`src/hdl/wsp_pkg.sv`:
```
`default_nettype none
package wsp_pkg;

    localparam int WORD_W    = 32;
    localparam int NUM_REGS  = 8;
    localparam int ADDR_W    = 6;
    localparam int RECIP_SH  = 62;
    localparam int DIVQ_W    = 63;
    localparam int RATIO_W   = 49;
    localparam int HALF_W    = 12;

    // register indexes
    typedef enum logic [2:0] {
        REG_ROW0_LO = 3'd0,
        REG_ROW0_HI = 3'd1,
        REG_ROW1_LO = 3'd2,
        REG_ROW1_HI = 3'd3,
        REG_ROW3_LO = 3'd4,
        REG_ROW3_HI = 3'd5,
        REG_HALF_W  = 3'd6,
        REG_HALF_H  = 3'd7
    } reg_idx_t;

    // payload carried down the divider chain
    typedef struct packed {
        logic              vis;
        logic signed [63:0] n0;
        logic signed [63:0] n1;
        logic signed [63:0] n2;
        logic [HALF_W-1:0] hw;
        logic [HALF_W-1:0] hh;
    } wsp_pay_t;

    // reciprocal state carried along cells
    typedef struct packed {
        logic [63:0] rem;
        logic [63:0] den;
        logic [DIVQ_W-1:0] quo;
    } wsp_div_t;

endpackage
`default_nettype wire

```
`src/hdl/wsp_cell.sv`:
```
`default_nettype none
// one restoring-division step: produces quotient bit for dividend bit BIT
module wsp_cell #(
    parameter int BIT = 0
) (
    input  wire                  clk,
    input  wire                  rst_n,
    input  wire                  en,
    input  wire                  vin,
    input  wsp_pkg::wsp_div_t    din,
    input  wsp_pkg::wsp_pay_t    pin,
    output logic                 vout,
    output wsp_pkg::wsp_div_t    dout,
    output wsp_pkg::wsp_pay_t    pout
);
    import wsp_pkg::*;

    logic      vld_reg;
    wsp_div_t  div_reg, div_next;
    wsp_pay_t  pay_reg;
    logic [64:0] trial;

    // shift in the next dividend bit (only bit 62 of 2^62 is one)
    always_comb
    begin
        trial = {din.rem, (BIT == RECIP_SH) ? 1'b1 : 1'b0};
        div_next = din;
        if (trial >= {1'b0, din.den})
        begin
            div_next.rem = 64'(trial - {1'b0, din.den});
            div_next.quo[BIT] = 1'b1;
        end
        else
        begin
            div_next.rem = trial[63:0];
            div_next.quo[BIT] = 1'b0;
        end
    end

    always_ff @(posedge clk or negedge rst_n)
    begin
        if (!rst_n)
            vld_reg <= 1'b0;
        else if (en)
            vld_reg <= vin;
    end

    always_ff @(posedge clk)
    begin
        if (en)
        begin
            div_reg <= div_next;
            pay_reg <= pin;
        end
    end

    assign vout = vld_reg;
    assign dout = div_reg;
    assign pout = pay_reg;

endmodule
`default_nettype wire

```
`config.mk`:
```
export PLATFORM = sky130hd
export DESIGN_NAME = wsp_cell
export DESIGN_NICKNAME = d
export VERILOG_FILES = /design/src/hdl/wsp_pkg.sv /design/src/hdl/wsp_cell.sv
export SDC_FILE = /design/constraint.sdc
export NUM_CORES = 1
export LEC_CHECK = 0
export BUFFER_PORTS_ARGS = -buffer_cell sky130_fd_sc_hd__buf_2
export CAP_MARGIN = 15
export CORE_AREA = 2 2 317 319
export DETAILED_ROUTE_END_ITERATION = 8
export DIE_AREA = 0 0 319 321
export PLACE_DENSITY = 0.47
export SYNTH_ARGS = -nofsm -noshare
export SYNTH_HDL_FRONTEND = slang
export SYNTH_SLANG_ARGS = --single-unit
```
`constraint.sdc`:
```
create_clock -name clk -period 0.9 [get_ports clk]
set_clock_uncertainty 0.2 [all_clocks]
set_input_delay 0.045 -clock clk [delete_from_list [all_inputs] [get_ports clk]]
set_output_delay 0.045 -clock clk [all_outputs]
set_load 0.05 [all_outputs]
```
==> reports/metrics.yaml <==
clock_network:
  clk_latency_ns: 0.61
  clockBufferDepth: 3
  htree_levels: 2
  cts_tree: "yes"
  clock-sinks: 409
  cts_made_buffers: 50
  clkSlewWorstSetupHoldPaths_ns: 0.07
  cts-root-buf: "clkbuf_16"
grt:
  track_usage_pct: 18.8
  busiest_layer: "met2"
  gr-usage-met3_pct: 8.12
  antenna_found_initial: 52
  grt_pass1_wl_um: 134000
  grt-ovfl-total: 0
  grt_max_degree: 28
  use_met2_pct: 32.4
  grt_pass1_vias: 17200
  use_met1_pct: 20.2
cells_and_area:
  mostFrequentLayoutCell: "edfxtp_1"
  syn_to_final_growth_pct: 117
  final_cell_mix: "edfxtp_1, buf_2, dlygate4sd3_1"
  final_nets: 3262
  post_route_cells_drive_above_1_share_pct: 53.8
  fillers: 9556
  final_core_util_pct: 37.2
timing:
  fin_hold_ws_ns: -0.569
  tightest_slew_ns: 0.707
  rsz0062_at_grt: "true"
  fin_crit_sh_pct: 284
  final-setup-viol-count: 883
  fmax_ghz: 0.391
  final-max-slew-violation-count: 0
  period_minus_slack_ns: 2.56
  final-hold-violation-count: 241
  relSlewSlack_pct: 52.7
  finalWorstSetupSlack_ns: -1.66
  tns_ns: -550.89
floorplanning:
  dieArea_um2: 102000
  rows: 116
  die_h_um: 321
  die-width_um: 319
  start_util_pct: 17.1
  core_area_um2: 99300
  ioPinCount: 821
logic_synthesis:
  async_flop_share_pct: 0.244
  ys_ff_latch: 409
  synth_seq_area_share_pct: 72.3
  synthCells: 1162
  syn_area_um2: 17000
  yosysUniqueCellTypes: 56
  synth_edf_count: 408
  syn_nets: 1639
  ys.flop_type: "edfxtp_1"
  synth.avg_cell_area_um2: 14.6
  yosysWarnings: 0
status:
  status: "finished with violations"
  violations: "hold timing, setup timing"
detailed_routing:
  wire_per_inst_um: 24.2
  vias_per_cell: 4.02
  ant_nets: 0
  drcViolationCount: 0
  vias: 16600
  drt_pre_antenna_iters: 5
  drt_iter0_drc: 812
  wl_um: 100000
min_path:
  hold_class: "input port to flip-flop"
  min_path_cells: 1
  min_from: "din[87]"
  min_to: "dout[87]$_DFFE_PP_"
setup_path:
  slowest_delay_ns: 0.29
  reg2reg_to: "vout$_DFFE_PN0P_"
  crit_path_cell_trace: "buf_6 -> buf_6 -> ha_4 -> nor2b_4 -> o2111ai_4 -> a41oi_2 -> and4_4 -> o211ai_4 -> o211ai_2 -> a31oi_4 -> o211ai_4 -> buf_6 -> buf_12 -> buf_16 -> mux2_4"
  rrSetupSlack_ns: -0.09
  arrival_ns: 2.73
  cp.required_ns: 1.08
  crit_type: "input port to flip-flop"
  path_max_fanout: 5
  cpMostUsedCell: "buf_6"
  rr_worst_depth: 1
  cpMaxStageDelayCell: "mux2_4"
  start_kind: "input port"
  r2r-start: "vout$_DFFE_PN0P_"
  endpoint_kind: "flip-flop"
place:
  port_buffers: 819
  dpl.hpwl_um: 79700
  gp_congestion: 0.863
power:
  ir_drop_mv: 1.22
  p_leak_nw: 15.5
  powerDensity_nw_per_um2: 1830
run:
  maxCapViolations: 0
## layer usage
metal  wire (µm)  vias up
met3       10100      187
met4        4590       20
li1            -     7646
met1       36300     8120
met2       49100      648
met5         110        -
## cell usage after synthesis, types with 15 or more instances
cell / number / share of area, %
a21oi_1: 120 / 3.5
nand2_1: 57 / 1.3
nor2_1: 93 / 2.1
xnor2_1: 32 / 1.7
o21ai_0: 41 / 1.2
xor2_1: 26 / 1.3
ha_1: 64 / 4.7
a21o_1: 28 / 1.2
clkbuf_1: 16 / 0.35
inv_1: 81 / 1.8
edfxtp_1: 408 / 72
o21bai_1: 15 / 0.66
nand3_1: 18 / 0.53
nand4_1: 17 / 0.63
## cell families after synthesis
kind of cell	count (synthesis)	share of synthesized area, %
mux	14	0.928
compound gates	273	10.1
fa+ha+maj	65	4.83
xor+xnor	58	2.99
buf+inv	116	2.81
flops	409	72.3
simple gates	227	6.03
## state kept, by name (all words and copies together), names as in the netlist
register	flops
pout	217
vout	1
dout	191
## final cells by class
| class | instances | area (µm²) | share of cell area (%) |
|---|---|---|---|
| Sequential cell | 409 | 12300 | 33.3 |
| Tap cell | 1298 | 1620 | 4.40 |
| Antenna cell | 13 | 32.5 | 0.0882 |
| Inverter | 81 | 322 | 0.871 |
| Clock inverter | 29 | 275 | 0.746 |
| Multi-Input combinational cell | 637 | 5590 | 15.1 |
| Timing Repair Buffer | 1606 | 15500 | 41.9 |
| Clock buffer | 61 | 1320 | 3.59 |
## worst max-delay path, delay by kind of cell
family	cells	cell delay [ns]
buf+inv	5	0.61
fa+ha+maj	1	0.23
simple gates	2	0.37
compound gates	6	1.18
mux	1	0.29
## power by group
| group | switching (mW) | internal (mW) |
|---|---|---|
| clock | 8.63 | 11.6 |
| combinational | 12.6 | 10.2 |
| sequential | 1.18 | 23.1 |
## how the worst max path moves through the flow
| stage | start | cells after the start | slack [ns] | to |
|---|---|---|---|---|
| after floorplan | din[68] | 13 | -1.92 | dout[130]$_DFFE_PP_ |
| after global placement | din[85] | 15 | -2.74 | dout[190]$_DFFE_PP_ |
| after detailed placement | din[83] | 15 | -2.61 | dout[190]$_DFFE_PP_ |
| after CTS | din[99] | 17 | -1.62 | dout[190]$_DFFE_PP_ |
| after global routing | din[82] | 16 | -1.72 | dout[183]$_DFFE_PP_ |
| final | din[127] | 15 | -1.66 | dout[186]$_DFFE_PP_ |
## what timing repair did
item                                   CTS  global route
endpoints found under the hold margin  817           714
gates cloned                             9             0
resized for setup                      737            79
setup endpoints to repair              475           883
hold buffers                           369            25
pin swaps                               43            36
setup buffers                           22             3
## stage by stage
step / hold slack (ns) / setup WS, ns / instances / cell area [µm²] / power, mW
6_report: -0.569 / -1.66 / 4134 / 36900 / 67.4
5_1_grt: -0.602 / -1.72 / 4127 / 36900 / 69.9
4_1_cts: -0.628 / -1.62 / 4098 / 36300 / 67.9
3_5_place_dp: -0.376 / -2.61 / 3608 / 28000 / 43.1
3_3_place_gp: -0.379 / -2.74 / 3608 / 28000 / 43.1
2_1_floorplan: -0.451 / -1.92 / 1162 / 17400 / 33.5
No activity file was read; power rests on OpenSTA's default activity.
